### src/rtl/chbf_pkg.sv
package chbf_pkg;

  localparam int unsigned WORDS      = 16;
  localparam int unsigned ROUNDS     = 20;
  localparam int unsigned BEATS      = 8;
  localparam int unsigned ADDR_WIDTH = 6;
  localparam int unsigned DATA_WIDTH = 64;

  typedef logic [31:0] word_t;
  typedef logic [3:0]  widx_t;
  typedef logic [4:0]  round_t;
  typedef logic [2:0]  beat_t;
  typedef logic [2:0]  reg_idx_t;

  localparam word_t SIGMA [4] = '{32'h61707865, 32'h3320646e, 32'h79622d32, 32'h6b206574};

  localparam round_t LAST_ROUND = round_t'(ROUNDS - 1);
  localparam beat_t  LAST_BEAT  = beat_t'(BEATS - 1);

  localparam reg_idx_t REG_KEY_0 = 3'd0;
  localparam reg_idx_t REG_KEY_1 = 3'd1;
  localparam reg_idx_t REG_KEY_2 = 3'd2;
  localparam reg_idx_t REG_KEY_3 = 3'd3;
  localparam reg_idx_t REG_NONCE = 3'd4;

  // word indices a, b, c, d of each quarter round; column round first, then diagonal
  localparam widx_t QR_IDX [2][4][4] = '{
    '{'{4'd0, 4'd4, 4'd8,  4'd12}, '{4'd1, 4'd5, 4'd9,  4'd13},
      '{4'd2, 4'd6, 4'd10, 4'd14}, '{4'd3, 4'd7, 4'd11, 4'd15}},
    '{'{4'd0, 4'd5, 4'd10, 4'd15}, '{4'd1, 4'd6, 4'd11, 4'd12},
      '{4'd2, 4'd7, 4'd8,  4'd13}, '{4'd3, 4'd4, 4'd9,  4'd14}}
  };

  typedef enum logic [1:0] {
    ST_IDLE,
    ST_ROUND,
    ST_OUT
  } ctrl_state_t;

  typedef struct packed {
    logic  load;
    logic  step;
    logic  diag;
    logic  emit;
    beat_t beat;
  } dp_cmd_t;

  typedef struct packed {
    logic out_busy;
  } dp_status_t;

  typedef struct packed {
    logic [3:0][63:0] key;
    logic [63:0]      nonce;
  } cfg_t;

  function automatic word_t rotl(input word_t v, input int unsigned n);
    rotl = (v << n) | (v >> (32 - n));
  endfunction

  function automatic logic [127:0] quarter_round(input word_t a_in, input word_t b_in,
                                                 input word_t c_in, input word_t d_in);
    word_t a;
    word_t b;
    word_t c;
    word_t d;
    a = a_in;
    b = b_in;
    c = c_in;
    d = d_in;
    a = a + b; d = rotl(d ^ a, 16);
    c = c + d; b = rotl(b ^ c, 12);
    a = a + b; d = rotl(d ^ a, 8);
    c = c + d; b = rotl(b ^ c, 7);
    quarter_round = {a, b, c, d};
  endfunction

endpackage

### src/rtl/chbf_cfg.sv
module chbf_cfg (
  input  logic                                 clk,
  input  logic                                 rst,
  input  logic                                 psel,
  input  logic                                 penable,
  input  logic                                 pwrite,
  input  logic [chbf_pkg::ADDR_WIDTH-1:0]      paddr,
  input  logic [chbf_pkg::DATA_WIDTH-1:0]      pwdata,
  output logic [chbf_pkg::DATA_WIDTH-1:0]      prdata,
  output logic                                 pready,
  output chbf_pkg::cfg_t                       cfg
);
  import chbf_pkg::*;

  reg_idx_t idx;
  logic     wr;

  assign pready = 1'b1;
  assign idx    = paddr[5:3];
  assign wr     = psel && penable && pwrite && pready;

  always_ff @(posedge clk) begin
    if (rst) begin
      cfg <= '0;
    end else if (wr) begin
      unique case (idx)
        REG_KEY_0: cfg.key[0] <= pwdata;
        REG_KEY_1: cfg.key[1] <= pwdata;
        REG_KEY_2: cfg.key[2] <= pwdata;
        REG_KEY_3: cfg.key[3] <= pwdata;
        REG_NONCE: cfg.nonce  <= pwdata;
        default: ;
      endcase
    end
  end

  always_comb begin
    unique case (idx)
      REG_KEY_0: prdata = cfg.key[0];
      REG_KEY_1: prdata = cfg.key[1];
      REG_KEY_2: prdata = cfg.key[2];
      REG_KEY_3: prdata = cfg.key[3];
      REG_NONCE: prdata = cfg.nonce;
      default:   prdata = '0;
    endcase
  end

endmodule

### config.mk
export PLATFORM = sky130hd
export DESIGN_NAME = chbf_cfg
export DESIGN_NICKNAME = d
export VERILOG_FILES = /design/src/rtl/chbf_pkg.sv /design/src/rtl/chbf_cfg.sv
export SDC_FILE = /design/constraint.sdc
export NUM_CORES = 1
export LEC_CHECK = 0
export CAP_MARGIN = 25
export CORE_UTILIZATION = 35
export CTS_CLUSTER_SIZE = 12
export DETAILED_ROUTE_END_ITERATION = 8
export DONT_BUFFER_PORTS = 1
export PLACE_DENSITY_LB_ADDON = 0.08
export SYNTH_ARGS = -nofsm -noshare
export SYNTH_HDL_FRONTEND = slang
export SYNTH_SLANG_ARGS = --single-unit
### constraint.sdc
create_clock -name clk -period 1.4 [get_ports clk]
set_input_delay 0.07 -clock clk [delete_from_list [all_inputs] [get_ports clk]]
set_output_delay 0.07 -clock clk [all_outputs]
set_load 0.02 [all_outputs]
==> results of run 1 <==
==> final cells by class <==
type	count	area share
multi-input cells	975	0.3587
flip-flops and latches	320	0.2803
repair buffers	702	0.2769
clock buffers	61	0.05153
well taps	539	0.02869
clock inverters	7	0.003727
inverters	1	0.0001597
==> worst max path at each step <==
stage | from | end | slack (ns) | depth (start not counted)
after floorplan | paddr[4] | prdata[15] | 0.01 | 6
final | cfg[286] | prdata[30] | -0.27 | 4
after detailed placement | paddr[5] | cfg[152] | 0.07 | 5
after CTS | cfg[196] | prdata[4] | -0.30 | 4
after global routing | cfg[197] | prdata[5] | -0.32 | 4
after global placement | paddr[5] | cfg[146] | 0.10 | 5
==> power by group <==
part	internal (W)	total [W]	switching (W)
clock network	0.00629	0.0104	0.00409
registers	0.00912	0.00917	0.0000572
logic	0.000652	0.00132	0.000665
==> cell families (layout without fill, tap and decap cells) <==
logic type             after synthesis  count (layout)  share of synthesized area
AOI/OAI and AO/OA                  192             192                    0.09115
buffers and inverters              132             771                    0.04764
DFF                                320             320                     0.4301
muxes                              384             384                     0.2635
other                                1               1                  0.0002518
and+or+nand+nor                    398             398                     0.1674
==> worst max-delay path, cell delays in order, from the launching register on <==
cell and delay [ns]:
dfxtp_4 0.37, mux2_4 0.27, a22oi_2 0.13, o22ai_1 0.11, buf_4 0.17
==> metrics by stage <==
step	area (sq um)	power, W	std cells	setup slack [ns]
floorplan	14890	0.01029	1427	0.01074
global route	23500	0.02153	2605	-0.3227
global placement	17800	0.01044	2190	0.1024
CTS	23160	0.02110	2605	-0.2994
finish	23500	0.02086	2605	-0.2736
detailed placement	17800	0.01044	2190	0.07152
==> layout by cell type (no fill, tap or decap), types with 2 or more instances in the layout <==
cell / count
a22oi_1: 63
a22oi_2: 63
and3_1: 2
buf_12: 17
buf_4: 301
buf_6: 37
bufinv_16: 2
clkbuf_1: 9
clkbuf_16: 41
clkbuf_8: 11
clkinv_2: 4
dfxtp_1: 243
dfxtp_2: 43
dfxtp_4: 34
dlygate4sd3_1: 346
mux2_2: 27
mux2_4: 37
mux2i_1: 320
nand2b_1: 384
nand3_4: 2
nor2b_4: 2
o22ai_1: 42
o22ai_2: 22
==> per-layer routing <==
layer,wire length [microns],vias up,part of all wire,GRT usage
li1,-,6236,-,-
met1,24280,6624,0.42,0.3171
met2,27540,388,0.47,0.4374
met3,4984,72,0.086,0.09585
met4,1371,0,0.024,0.07586
met5,0,-,0,0
==> cells in the mapped netlist (all sizes together) <==
cell type	number
a21oi	1
a22oi	126
a31oi	1
and2	1
and3	2
and3b	1
and4	1
and4b	1
buf	61
clkbuf	70
conb	1
dfxtp	320
inv	1
mux2	64
mux2i	320
nand2	2
nand2b	384
nand3	2
nand3b	1
nor2	1
nor2b	2
o22ai	64
==> repair_timing <==
action                                 CTS  global route
endpoints found under the hold margin  320             0
setup endpoints to repair               64            83
pin swaps                               84            41
hold buffers                           347             0
setup buffers                            0             0
resized for setup                      171           100
==> impl_metrics.toml, run 1 <==
[setup_path]
reg2regPathDepth = 4
critical_path_class = "flop to output port"
critPathMaxFanout = 3
cp-end-kind = "output port"
cp.arrival_ns = 1.60
worstSetupStartpointType = "flop"
rr_endpoint = "cfg[177]"
r2r_setup_slack_ns = 0.04
cp_data_required_time_ns = 1.33
r2r_start = "cfg[177]"

[place]
numPortBuffers = 0
place_hpwl_microns = 33260
place.gp.congestion = 0.7853

[timing]
setup_viol = 64
rsz0062_at_grt = "yes"
tns_ns = -13.22
post-route-period-util = 1.195
maxSlewHeadroom = 0.6643
fin_crit_ns = 1.674
tightest_slew_ns = 0.5035
slew_violations = 0
timing.fmax_mhz = 597.5
fin_ws_ns = -0.2736
clock_skew_ns = 0
hold_viol = 0
holdWs_ns = 0.1195

[layout]
nets = 2115
top_regs = "cfg: 320 flops"
seqCellArea_sq_mm = 0.006588
final_core_util = 0.5603
multi_input_area_sq_mm = 0.008431
fill_cells = 3681
largest_reg_flops = 320
syn2layout_area_growth_pct = 57.81
insertedDiodeCount = 0
regMostFlops = "cfg"
drive_above_1_share = 0.3146

[synthesis]
yosysUniqueCellTypes = 27
ys_seq_area_frac = 0.4301
syn_inst = 1427
yosysTopAreaCell = "dfxtp_1"
ys_seq_elements = 320
synth_nets = 1502
syn_avg_cell_area_sq_um = 10.44
synth_area_sq_mm = 0.01489
yosys_warnings = 0
ys_top_cells_by_area = "dfxtp_1 43%, mux2i_1 22%, nand2b_1 16%, a22oi_1 6.4%, mux2_2 4.8%"
synth_top_area_share = 0.4301

[floorplanning]
die_w_microns = 208.3
rows = 75
die_area_sq_mm = 0.04338
floorplan.initialDensity = 0.3550
ios = 460
die_h_microns = 208.3
coreArea_sq_mm = 0.04195

[route]
drcViolationCount = 0
wl_per_cell_microns = 22.33
viasPerCell = 5.113
vias = 13320
wl_microns = 58180
firstDrtPassIters = 5
ant_nets = 0
drtIter0Drc = 631

[outcome]
violations = "negative setup slack"
outcome = "finished, violations left"

[clock_tree]
cts-root-buf = "clkbuf_16"
cts.sink_count = 320
clockBufferDepth = 3
cts_made_buffers = 40
cts_tree = "done"
clk_latency_ns = 0.55
htreeDepth = 2
clk_pin_slew_worst_paths_ns = 0.06

[global_route]
gr-usage-all-layers = 0.2632
grt_pass1_wl_microns = 88000
grt_pass1_vias = 14168
overflow = 0
grt_max_degree = 281
antenna_found_initial = 0

[hold_path]
hold_class = "input pin to flop"
min_delay_path_depth = 3
worstHoldStart = "paddr[3]"
hold-path-endpoint = "cfg[285]"

[pwr]
vdd_drop_max_uv = 834.1
leakage_nw = 9.895
p_per_area_mw_per_mm2 = 887.7

[flow_run]
cap_violations = 0
(Power assumes the default switching activity.)
==> run 2, diff against run 1 <==
--- a/config.mk
+++ b/config.mk
@@ -5,11 +5,11 @@
 export SDC_FILE = /design/constraint.sdc
 export NUM_CORES = 1
 export LEC_CHECK = 0
+export BUFFER_PORTS_ARGS = -buffer_cell sky130_fd_sc_hd__buf_4
 export CAP_MARGIN = 25
 export CORE_UTILIZATION = 35
 export CTS_CLUSTER_SIZE = 12
 export DETAILED_ROUTE_END_ITERATION = 8
-export DONT_BUFFER_PORTS = 1
 export PLACE_DENSITY_LB_ADDON = 0.08
 export SYNTH_ARGS = -nofsm -noshare
 export SYNTH_HDL_FRONTEND = slang
==> run 2 against run 1 <==
Effect of this change: the flow still finishes with violations (negative setup slack); wire length decreased by 2.9%; register-to-register slack improved by 0.56 ns; die area unchanged; fmax grew 1.8%; worst setup slack better by 0.029 ns; global-route usage shrank 1.0 points.
==> impl_metrics.toml, run 2 (synthesis gave the netlist of run 1 again) <==
[setup_path]
cpLargestDelayFamily = "flip-flops"
startpoint = "cfg[292]"
worstSetupEndpoint = "prdata[36]"
crit_cells = 4
reg2regPathDepth = 4
cp.arrival_ns = 1.57
r2r_start = "cfg[230]"
r2r_setup_slack_ns = 0.60
cp_data_required_time_ns = 1.33
rr_endpoint = "cfg[230]"
slowest_delay_ns = 0.33
path_buf_inv = 1
critical_path_class = "flop to output port"
cp_slowest_cell = "dfxtp_2"
cp-end-kind = "output port"
critPathMaxFanout = 2
path_cells = "mux2_2, a22oi_2, o22ai_1, buf_4"
worstSetupStartpointType = "flop"

[route]
ant_nets = 0
drtIter0Drc = 677
wl_per_cell_microns = 21.63
wl_microns = 56510
drcViolationCount = 0
firstDrtPassIters = 7
vias = 13334
viasPerCell = 5.103

[timing]
setup_viol = 64
fin_ws_ns = -0.2447
tns_ns = -12.92
clock_skew_ns = 0
fin_crit_ns = 1.645
slew_violations = 0
holdWs_ns = 0.2476
hold_viol = 0
timing.fmax_mhz = 608.0
rsz0062_at_grt = "yes"
post-route-period-util = 1.175

[outcome]
violations = "negative setup slack"
outcome = "finished, violations left"

[flow_run]
cap_violations = 0

[pwr]
p_per_area_mw_per_mm2 = 951.9
leakage_nw = 11.15
power_w = 0.02201
vdd_drop_max_uv = 712.3

[global_route]
grt_pass1_vias = 13665
overflow = 0
grt_pass1_wl_microns = 84900
gr-usage-all-layers = 0.2531
antenna_found_initial = 0
grt_max_degree = 62

[floorplanning]
rows = 75
die_w_microns = 208.3
floorplan.initialDensity = 0.3550
ios = 460
coreArea_sq_mm = 0.04195
die_area_sq_mm = 0.04338
die_h_microns = 208.3

[place]
numPortBuffers = 455
place_inst = 2388
place.gp.congestion = 0.8032
place_hpwl_microns = 37690
dpl_cell_area_sq_mm = 0.01958

[clock_tree]
cts.sink_count = 320
clk_pin_slew_worst_paths_ns = 0.06
htreeDepth = 2
cts-root-buf = "clkbuf_16"
cts_tree = "done"
cts_made_buffers = 39
clk_latency_ns = 0.55
clockBufferDepth = 3

[layout]
top_regs = "cfg: 320 flops"
fin_cells = 2613
drive_above_1_share = 0.4740
syn2layout_area_growth_pct = 55.29
nets = 2121
insertedDiodeCount = 0
regMostFlops = "cfg"
final_common_cell = "buf_4"
final_cell_mix = "584 x buf_4, 384 x nand2b_1, 320 x mux2i_1"
largest_reg_flops = 320
design_area_sq_mm = 0.02313

[hold_path]
min_delay_path_depth = 5
hold_class = "input pin to flop"
run 2: cell types whose count changed in the layout (fill, tap and decap cells not counted), sizes merged:
cell	previous run	this run
bufinv	2	6
clkinvlp	1	0
buf	356	643
clkinv	4	9
clkbuf	61	55
dlygate4sd3	346	65
run 2: worst min path at each step:
| stage | start | end | slack [ns] |
|---|---|---|---|
| after global routing | paddr[4] | cfg[127] | 0.24 |
| after CTS | paddr[4] | cfg[127] | 0.23 |
| final | paddr[4] | cfg[127] | 0.25 |
| after detailed placement | pwdata[11] | cfg[267] | 0.44 |
| after floorplan | pwdata[63] | cfg[191] | 0.31 |
| after global placement | pwdata[9] | cfg[265] | 0.43 |
run 2: repair_timing:
item,in CTS,in global routing
buffers inserted,83,8
pin swaps,77,38
setup endpoints to repair,64,64
endpoints found under the hold margin,320,0
resized for setup,225,48
hold buffers,65,0
run 2: area by class of cell:
class,instances,area (sq um)
clock buffers,54,1145
multi-input cells,975,8453
well taps,539,674.4
flip-flops and latches,320,6563
clock inverters,15,225.2
fillers,3707,18820
repair buffers,709,6063
inverters,1,3.754
run 2: where the power goes:
part           total (W)  switching (W)  internal [W]  leakage [nW]
Sequential       0.00923      0.0000589       0.00917          2.64
Clock             0.0108        0.00404       0.00680         0.683
Combinational    0.00194        0.00103      0.000919          7.83
Total             0.0220        0.00512        0.0169          11.2
run 2: stage by stage:
step                utilization  setup WS [ns]
floorplan                     -        0.01074
global placement         0.4667        -0.1162
detailed placement       0.4667        -0.1265
CTS                      0.5456        -0.2782
global route             0.5514        -0.3086
finish                   0.5514        -0.2447
run 2: routing by layer:
metal	GRT usage	vias up	routed length (microns)
met4	0.07356	0	1396
met1	0.3213	6559	24610
li1	-	6256	-
met2	0.4206	434	26640
met5	0	-	0
met3	0.06566	85	3861
run 2: worst min-delay path: cells and delay by family:
| family | cells | cell delay, ns |
|---|---|---|
| AND/OR/NAND/NOR | 2 | 0.27 |
| buffers and inverters | 2 | 0.30 |
| multiplexers | 1 | 0.11 |
