## src/rtl/chbf_pkg.sv

```systemverilog
package chbf_pkg;

  localparam int unsigned WORDS      = 16;
  localparam int unsigned ROUNDS     = 20;
  localparam int unsigned BEATS      = 8;
  localparam int unsigned ADDR_WIDTH = 6;
  localparam int unsigned DATA_WIDTH = 64;

  typedef logic [31:0] word_t;
  typedef logic [3:0]  widx_t;
  typedef logic [4:0]  round_t;
  typedef logic [2:0]  beat_t;
  typedef logic [2:0]  reg_idx_t;

  localparam word_t SIGMA [4] = '{32'h61707865, 32'h3320646e, 32'h79622d32, 32'h6b206574};

  localparam round_t LAST_ROUND = round_t'(ROUNDS - 1);
  localparam beat_t  LAST_BEAT  = beat_t'(BEATS - 1);

  localparam reg_idx_t REG_KEY_0 = 3'd0;
  localparam reg_idx_t REG_KEY_1 = 3'd1;
  localparam reg_idx_t REG_KEY_2 = 3'd2;
  localparam reg_idx_t REG_KEY_3 = 3'd3;
  localparam reg_idx_t REG_NONCE = 3'd4;

  // word indices a, b, c, d of each quarter round; column round first, then diagonal
  localparam widx_t QR_IDX [2][4][4] = '{
    '{'{4'd0, 4'd4, 4'd8,  4'd12}, '{4'd1, 4'd5, 4'd9,  4'd13},
      '{4'd2, 4'd6, 4'd10, 4'd14}, '{4'd3, 4'd7, 4'd11, 4'd15}},
    '{'{4'd0, 4'd5, 4'd10, 4'd15}, '{4'd1, 4'd6, 4'd11, 4'd12},
      '{4'd2, 4'd7, 4'd8,  4'd13}, '{4'd3, 4'd4, 4'd9,  4'd14}}
  };

  typedef enum logic [1:0] {
    ST_IDLE,
    ST_ROUND,
    ST_OUT
  } ctrl_state_t;

  typedef struct packed {
    logic  load;
    logic  step;
    logic  diag;
    logic  emit;
    beat_t beat;
  } dp_cmd_t;

  typedef struct packed {
    logic out_busy;
  } dp_status_t;

  typedef struct packed {
    logic [3:0][63:0] key;
    logic [63:0]      nonce;
  } cfg_t;

  function automatic word_t rotl(input word_t v, input int unsigned n);
    rotl = (v << n) | (v >> (32 - n));
  endfunction

  function automatic logic [127:0] quarter_round(input word_t a_in, input word_t b_in,
                                                 input word_t c_in, input word_t d_in);
    word_t a;
    word_t b;
    word_t c;
    word_t d;
    a = a_in;
    b = b_in;
    c = c_in;
    d = d_in;
    a = a + b; d = rotl(d ^ a, 16);
    c = c + d; b = rotl(b ^ c, 12);
    a = a + b; d = rotl(d ^ a, 8);
    c = c + d; b = rotl(b ^ c, 7);
    quarter_round = {a, b, c, d};
  endfunction

endpackage

```

## src/rtl/chbf_ctrl.sv

```systemverilog
module chbf_ctrl (
  input  logic                  clk,
  input  logic                  rst,
  input  logic                  in_valid,
  output logic                  in_ready,
  input  chbf_pkg::dp_status_t  status,
  output chbf_pkg::dp_cmd_t     cmd
);
  import chbf_pkg::*;

  ctrl_state_t state;
  ctrl_state_t state_next;
  round_t      rnd;
  round_t      rnd_next;
  beat_t       beat;
  beat_t       beat_next;

  always_ff @(posedge clk) begin
    if (rst) begin
      state <= ST_IDLE;
      rnd   <= '0;
      beat  <= '0;
    end else begin
      state <= state_next;
      rnd   <= rnd_next;
      beat  <= beat_next;
    end
  end

  always_comb begin
    state_next = state;
    rnd_next   = rnd;
    beat_next  = beat;
    in_ready   = 1'b0;
    cmd        = '0;
    cmd.diag   = rnd[0];
    cmd.beat   = beat;
    unique case (state)
      ST_IDLE: begin
        in_ready = !rst;
        if (in_valid && !rst) begin
          cmd.load   = 1'b1;
          rnd_next   = '0;
          state_next = ST_ROUND;
        end
      end
      ST_ROUND: begin
        cmd.step = 1'b1;
        if (rnd == LAST_ROUND) begin
          beat_next  = '0;
          state_next = ST_OUT;
        end else begin
          rnd_next = rnd + 5'd1;
        end
      end
      ST_OUT: begin
        if (!status.out_busy) begin
          cmd.emit  = 1'b1;
          beat_next = beat + 3'd1;
          if (beat == LAST_BEAT) begin
            state_next = ST_IDLE;
          end
        end
      end
      default: state_next = ST_IDLE;
    endcase
  end

endmodule

```

## config.mk

```make
export PLATFORM = sky130hd
export DESIGN_NAME = chbf_ctrl
export DESIGN_NICKNAME = d
export VERILOG_FILES = /design/src/rtl/chbf_pkg.sv /design/src/rtl/chbf_ctrl.sv
export SDC_FILE = /design/constraint.sdc
export NUM_CORES = 1
export LEC_CHECK = 0
export BUFFER_PORTS_ARGS = -buffer_cell sky130_fd_sc_hd__buf_2
export CAP_MARGIN = 30
export CORE_MARGIN = 3
export CORE_UTILIZATION = 40
export DETAILED_ROUTE_END_ITERATION = 10
export GPL_TIMING_DRIVEN = 1
export PLACE_DENSITY = 0.63
export SKIP_LAST_GASP = 1
export SYNTH_ARGS = -nofsm -noshare
export SYNTH_HDL_FRONTEND = slang
export SYNTH_SLANG_ARGS = --single-unit
```

## constraint.sdc

```tcl
create_clock -name clk -period 1.95 [get_ports clk]
set_input_delay 0.0975 -clock clk [delete_from_list [all_inputs] [get_ports clk]]
set_output_delay 0.0975 -clock clk [all_outputs]
set_load 0.05 [all_outputs]
```

==> flow_summary_export.csv, run 1 <==
group,metric,value,unit
critical_path,worst_ep_arrival_time,1.48,ns
grt,grt_pass1_vias,403,
critical_path,slowest_stage,"or3b_1",
drt,first_pass_iters,4,
placed_design,dp_slack,0.506,ns
run_status,status,"finished, final reports clean",
critical_path,max_stage_delay,0.48,ns
pwr,peakVddDrop,0.444,mV
placed_design,place.gp.congestion,0.833,
pwr,p_comb_frac,0.130,
timing,max_slew_margin,0.709,
clock_tree,cts_resized,0,
timing,layout_min_cycle_time,1.58,ns
clock_tree,htree_levels,1,
drt,drc,0,
floorplanning,pin_count,12,
drt,routed_wl,1100,um
timing,period_share,0.809,
clock_tree,cts_buffers,3,
cells_and_area,area_delta_synth_final,14.8,%
floorplanning,die_w,43.0,um
logic_synthesis,syn_area_per_cell,8.84,um2
timing,hold_viol,0,
drt,vias_per_cell,5.63,
logic_synthesis,seq_area_frac_synth,0.365,
pwr,switchingPower,0.129,mW
grt,grt_use_total,0.133,
cells_and_area,layout-drive-gt1-share,0.250,
drt,initialDrtViolationCount,13,
floorplanning,core-area,1190,um2
clock_tree,clock_latency,0.27,ns
clock_tree,clk_pin_slew,0.07,ns
grt,grt_pass1_wl,1830,um
placed_design,dp_hpwl,773,um
clock_tree,clock-root-buffer,"clkbuf_4",
pwr,clockPowerShare,0.414,
logic_synthesis,syn_inst,62,
timing,fin_skew,0.00228,ns
critical_path,path_cells,"or3b_1, nor2_1, buf_2",
critical_path,cp-start-kind,"flip-flop",
floorplanning,initial_core_util,0.462,
timing,fmax,0.634,GHz
pwr,p_int,0.337,mW
critical_path,worst-path-max-fanout,6,
clock_tree,clock_path_buffers,2,
drt,wl_per_cell,12.8,um
cells_and_area,fill_cells,117,
floorplanning,rows,12,
critical_path,crit_path_end_kind,"output pin",
critical_path,crit_type,"reg -> out",
cells_and_area,nets,80,
grt,gr-total-overflow,0,
grt,grt_max_degree,13,
timing,worst_slew_pin_slew,0.436,ns
logic_synthesis,ys_warn_count,0,
timing,rsz0062_at_grt,"no",
logic_synthesis,ys_types,25,
critical_path,worstPathRequired,1.85,ns
timing,fin_hold_ws,0.143,ns
floorplanning,die_y,43.0,um
timing,timing.final.ws_setup,0.372,ns
clock_tree,hold_buffers,0,
clock_tree,post-cts-setup-buffers,0,
worst_hold_path,min_path_type,"in -> reg",
pwr,p_seq_frac,0.456,
cells_and_area,regArea,200,um2
clock_tree,cts_tree,"yes",
logic_synthesis,syn_nets,69,
grt,antenna_found_initial,0,
clock_tree,clock-sinks,10,
run,maxCapViolations,0,
placed_design,port_buffers,11,
floorplanning,die-area,1850,um2
logic_synthesis,ys_seq_elements,10,
cells_and_area,n_antenna_cell,0,
pwr,swShare,0.277,
pwr,power.density,740,nW/um2
timing,tns,0,ns
pwr,p_leak,0.247,nW
timing,setup_viol,0,
timing,drv_slew,0,
logic_synthesis,syn_area,548,um2
drt,vias,484,
cells_and_area,multi_input_area,309,um2
drt,postRouteAntennaNets,0,
-- per-stage QoR --
stage | instances | util | power (mW) | cell area (um2)
finish | 86 | 0.531 | 0.466 | 629
detailed placement | 82 | 0.500 | 0.278 | 593
CTS | 86 | 0.531 | 0.473 | 629
floorplan | 62 | - | 0.270 | 548
global placement | 82 | 0.500 | 0.279 | 593
global route | 86 | 0.531 | 0.489 | 629
-- layer usage --
| metal | vias up | part of all wire | track usage |
|---|---|---|---|
| li1 | 249 | - | - |
| met4 | 0 | 0.0073 | 0.0904 |
| met5 | - | 0 | 0 |
| met2 | 12 | 0.43 | 0.168 |
| met3 | 2 | 0.049 | 0.0297 |
| met1 | 221 | 0.52 | 0.194 |
-- synth_stat cells --
cell | instances | share of area
dfxtp_1 | 10 | 0.37
a21oi_1 | 7 | 0.064
o211ai_1 | 6 | 0.082
nand3_1 | 5 | 0.046
nand2_1 | 4 | 0.027
ha_1 | 3 | 0.069
nand2b_1 | 3 | 0.034
buf_4 | 2 | 0.027
clkbuf_1 | 2 | 0.014
inv_2 | 2 | 0.014
nor2b_1 | 2 | 0.023
or3b_1 | 2 | 0.032
or4_1 | 2 | 0.027
a311oi_1 | 1 | 0.016
a31oi_1 | 1 | 0.011
a41oi_1 | 1 | 0.016
buf_2 | 1 | 0.0091
inv_1 | 1 | 0.0068
nand3b_1 | 1 | 0.014
nand4bb_1 | 1 | 0.021
nor2_1 | 1 | 0.0068
nor3_1 | 1 | 0.0091
nor4bb_4 | 1 | 0.046
o21ai_1 | 1 | 0.0091
or3_1 | 1 | 0.011
-- power groups by stage --
stage	clock network, mW	registers (mW)	logic (mW)
4_1_cts	0.199	0.212	0.0610
6_report	0.193	0.213	0.0607
5_1_grt	0.210	0.213	0.0658
3_3_place_gp	0	0.217	0.0621
2_1_floorplan	0	0.216	0.0535
3_5_place_dp	0	0.218	0.0607
-- path summary, 6_finish.rpt --
| path | start | end | slack [ns] | cells after the start |
|---|---|---|---|---|
| hold / removal | rst | beat[2]$_SDFFE_PP0P_ | 0.14 | 2 |
| hold reg to reg | beat[2]$_SDFFE_PP0P_ | beat[2]$_SDFFE_PP0P_ | 0.51 | 2 |
| setup reg to reg | rnd[0]$_SDFFE_PP0P_ | rnd[3]$_SDFFE_PP0P_ | 0.49 | 4 |
| setup / recovery | state[0]$_SDFFE_PP0P_ | cmd[6] | 0.37 | 3 |
-- placed cells by master (no fill, tap or decap), types with 3 or more instances in the layout --
master / n
buf_2: 11
dfxtp_1: 10
a21oi_1: 7
o211ai_1: 6
nand3_1: 5
nand2_1: 4
nand2b_1: 3
ha_1: 3
clkbuf_4: 3
-- kinds of logic (layout without fill, tap and decap cells) --
| kind of cell | Yosys count | in the layout | synth area share |
|---|---|---|---|
| and+or+nand+nor | 24 | 24 | 0.297 |
| AOI/OAI and AO/OA | 17 | 17 | 0.199 |
| DFF | 10 | 10 | 0.365 |
| buffers and inverters | 8 | 18 | 0.0708 |
| adders and majority gates | 3 | 3 | 0.0685 |
-- critical path: cells and delay by family, from the launching register on --
| family | cells | cell delay [ns] |
|---|---|---|
| flops | 1 | 0.34 |
| simple gates | 2 | 0.60 |
| buf+inv | 1 | 0.27 |
-- cell type report --
type                       count  share of cell area
sequential                    10               0.318
clock buffer                   4              0.0577
tap                           14              0.0278
inverter                       3              0.0179
multi-input combinational     44               0.491
timing repair buffer          11              0.0875
-- state kept, by name, summed over array words and instances (netlist names) --
name,cells
rnd,5
beat,3
state,2
Power figures use the tool's default switching activity.
==> run 2, diff against run 1 <==
--- a/config.mk
+++ b/config.mk
@@ -5,13 +5,14 @@
 export SDC_FILE = /design/constraint.sdc
 export NUM_CORES = 1
 export LEC_CHECK = 0
+export ABC_AREA = 1
 export BUFFER_PORTS_ARGS = -buffer_cell sky130_fd_sc_hd__buf_2
 export CAP_MARGIN = 30
 export CORE_MARGIN = 3
 export CORE_UTILIZATION = 40
 export DETAILED_ROUTE_END_ITERATION = 10
 export GPL_TIMING_DRIVEN = 1
-export PLACE_DENSITY = 0.63
+export PLACE_DENSITY = 0.64
 export SKIP_LAST_GASP = 1
 export SYNTH_ARGS = -nofsm -noshare
 export SYNTH_HDL_FRONTEND = slang
==> constraint.sdc (replaced) <==
create_clock -name clk -period 1.3 [get_ports clk]
set_input_delay 0.065 -clock clk [delete_from_list [all_inputs] [get_ports clk]]
set_output_delay 0.065 -clock clk [all_outputs]
set_load 0.05 [all_outputs]
==> run 2 against run 1 <==
Sequential share of layout area shrank 5.5 points. Worst setup slack worse by 0.29 ns. Clock skew increased by 0.0073 ns. Critical path type unchanged.
==> flow_summary_export.csv, run 2 <==
group,metric,value,unit
cells_and_area,fin_util,0.592,
floorplanning,die_y,44.7,um
critical_path,rr_worst_depth,8,
floorplanning,core-area,1350,um2
critical_path,regToRegEndpoint,"rnd[2]$_SDFFE_PP0P_",
logic_synthesis,syn_nets,87,
timing,fin_skew,0.00955,ns
cells_and_area,largest_reg_flops,5,
cells_and_area,layout-drive-gt1-share,0.490,
critical_path,worst-path-max-fanout,4,
timing,max_slew_margin,0.835,
worst_hold_path,min_path_type,"in -> reg",
clock_tree,clock-sinks,10,
logic_synthesis,ys_types,19,
logic_synthesis,async_reset_ff_frac,0,
timing,setup_viol,0,
critical_path,cp-start-kind,"flip-flop",
drt,initialDrtViolationCount,6,
pwr,peakVddDrop,0.548,mV
logic_synthesis,ys_seq_elements,10,
pwr,p_leak,0.382,nW
pwr,power.density,975,nW/um2
logic_synthesis,syn_area,598,um2
worst_hold_path,holdPathStages,2,
drt,wl_per_cell,11.5,um
grt,grt_pass1_vias,548,
cells_and_area,nets,108,
floorplanning,rows,13,
drt,routed_wl,1330,um
logic_synthesis,syn_area_per_cell,7.48,um2
logic_synthesis,synth_top_area_cell,"dfxtp_1",
cells_and_area,fill_cells,136,
critical_path,endpoint,"cmd[3]",
cells_and_area,area_delta_synth_final,33.7,%
drt,vias,572,
run_status,status,"finished, final reports clean",
floorplanning,die-area,1990,um2
logic_synthesis,dominantRegCellSynth,"dfxtp_1",
logic_synthesis,synth_top_area_frac,0.335,
grt,gr-total-overflow,0,
cells_and_area,final_cell_mix,"nand2_1 (19), buf_2 (8), buf_4 (8)",
logic_synthesis,synth_common_cells,"nand2_1 (20), dfxtp_1 (10), nand3_1 (8)",
clock_tree,clock_path_buffers,2,
placed_design,dp_hpwl,978,um
placed_design,place.gp.congestion,0.786,
run,maxCapViolations,0,
timing,worst_slew_pin_slew,0.250,ns
logic_synthesis,synth_edf_count,0,
critical_path,crit_type,"reg -> out",
critical_path,max_stage_delay,0.40,ns
critical_path,regToRegSetupSlack,0.09,ns
critical_path,worst_ep_arrival_time,1.16,ns
logic_synthesis,ys_warn_count,0,
clock_tree,cts_tree,"yes",
timing,layout_min_cycle_time,1.22,ns
clock_tree,clock-root-buffer,"clkbuf_4",
timing,period_share,0.939,
critical_path,critPathLaunch,"state[1]$_SDFFE_PP0P_",
critical_path,worst_path_most_repeated_cell,"inv_2",
placed_design,port_buffers,11,
cells_and_area,n_antenna_cell,0,
critical_path,worstPathRequired,1.24,ns
drt,first_pass_iters,4,
cells_and_area,largest-register,"rnd",
logic_synthesis,post-synth-top-count-cell,"nand2_1",
drt,postRouteAntennaNets,0,
clock_tree,cts_buffers,3,
critical_path,crit_path_end_kind,"output pin",
cells_and_area,layout_commonest_cell,"nand2_1",
grt,antenna_found_initial,0,
timing,drv_slew,0,
timing,fmax,0.819,GHz
timing,hold_viol,0,
logic_synthesis,seq_area_frac_synth,0.335,
critical_path,slowest_stage,"dfxtp_4",
logic_synthesis,yosys-top-cells-area,"dfxtp_1 (33%), nand2_1 (13%), nand3_1 (6.7%)",
logic_synthesis,syn_inst,80,
drt,drc,0,
critical_path,path_cells,"inv_2, nor2_4, nand2_4, inv_2, buf_6",
drt,vias_per_cell,4.97,
grt,grt_max_degree,8,
clock_tree,clock_latency,0.26,ns
critical_path,r2r_start,"rnd[0]$_SDFFE_PP0P_",
cells_and_area,largestRegisters,"rnd: 5 flops, beat: 3 flops, state: 2 flops",
clock_tree,htree_levels,1,
floorplanning,pin_count,12,
grt,grt_pass1_wl,2170,um
grt,grt_use_total,0.151,
clock_tree,clk_pin_slew,0.07,ns
floorplanning,die_w,44.7,um
floorplanning,initial_core_util,0.443,
timing,fin_hold_ws,0.0525,ns
## run 2: per-stage QoR
stage / instances / power (mW) / cell area (um2) / TNS, ns / setup slack (ns)
global route: 115 / 0.830 / 800 / -0.0764 / -0.0442
global placement: 108 / 0.489 / 694 / 0 / 0.109
floorplan: 80 / 0.455 / 606 / 0 / 0.0562
finish: 115 / 0.779 / 800 / 0 / 0.0789
CTS: 112 / 0.777 / 741 / -0.0143 / -0.0143
detailed placement: 108 / 0.491 / 694 / 0 / 0.0855
## run 2: area by class of cell
class,instances,area [um2],area share
clock buffers,4,36.3,0.0454
inverters,10,37.5,0.0469
multi-input cells,58,378,0.473
flip-flops and latches,10,210,0.263
well taps,15,18.8,0.0235
repair buffers,18,119,0.149
## run 2: kinds of logic (layout without fill, tap and decap cells)
group           Yosys count  count (layout)  share of synthesized area
buf+inv                  12              32                     0.0879
simple gates             46              46                      0.427
compound gates            9               9                     0.0879
fa+ha+maj                 3               3                     0.0628
flops                    10              10                      0.335
## run 2: critical path, delay by kind of cell (launching register included)
family	cells	cell delay (ns)
flip-flops	1	0.40
AND/OR/NAND/NOR	2	0.23
buffers and inverters	3	0.26
## run 2: per-layer routing
metal / global-route usage / up-vias / share of wire
li1: - / 298 / -
met1: 0.172 / 258 / 0.45
met2: 0.249 / 14 / 0.48
met3: 0.0610 / 2 / 0.058
met4: 0.0602 / 0 / 0.0098
met5: 0 / - / 0
## run 2: power by group
| group | leakage (nW) | switching [mW] | internal (mW) |
|---|---|---|---|
| Sequential | 0.0840 | 0.00996 | 0.316 |
| Combinational | 0.277 | 0.118 | 0.0596 |
| Clock | 0.0210 | 0.106 | 0.170 |
| Total | 0.382 | 0.234 | 0.545 |
## run 2: how the worst min path moves through the flow
stage | slack, ns | start | endpoint
floorplan | 0.12 | rst | beat[0]$_SDFFE_PP0P_
global placement | 0.32 | rst | beat[0]$_SDFFE_PP0P_
detailed placement | 0.33 | rst | beat[0]$_SDFFE_PP0P_
CTS | 0.04 | rst | beat[0]$_SDFFE_PP0P_
global route | 0.04 | rst | beat[0]$_SDFFE_PP0P_
finish | 0.05 | rst | beat[0]$_SDFFE_PP0P_
## run 2: timing repair
item,in CTS,in global routing
resized for setup,4,12
setup endpoints to repair,2,9
hold buffers,0,0
buffers inserted,0,3
pin swaps,0,3
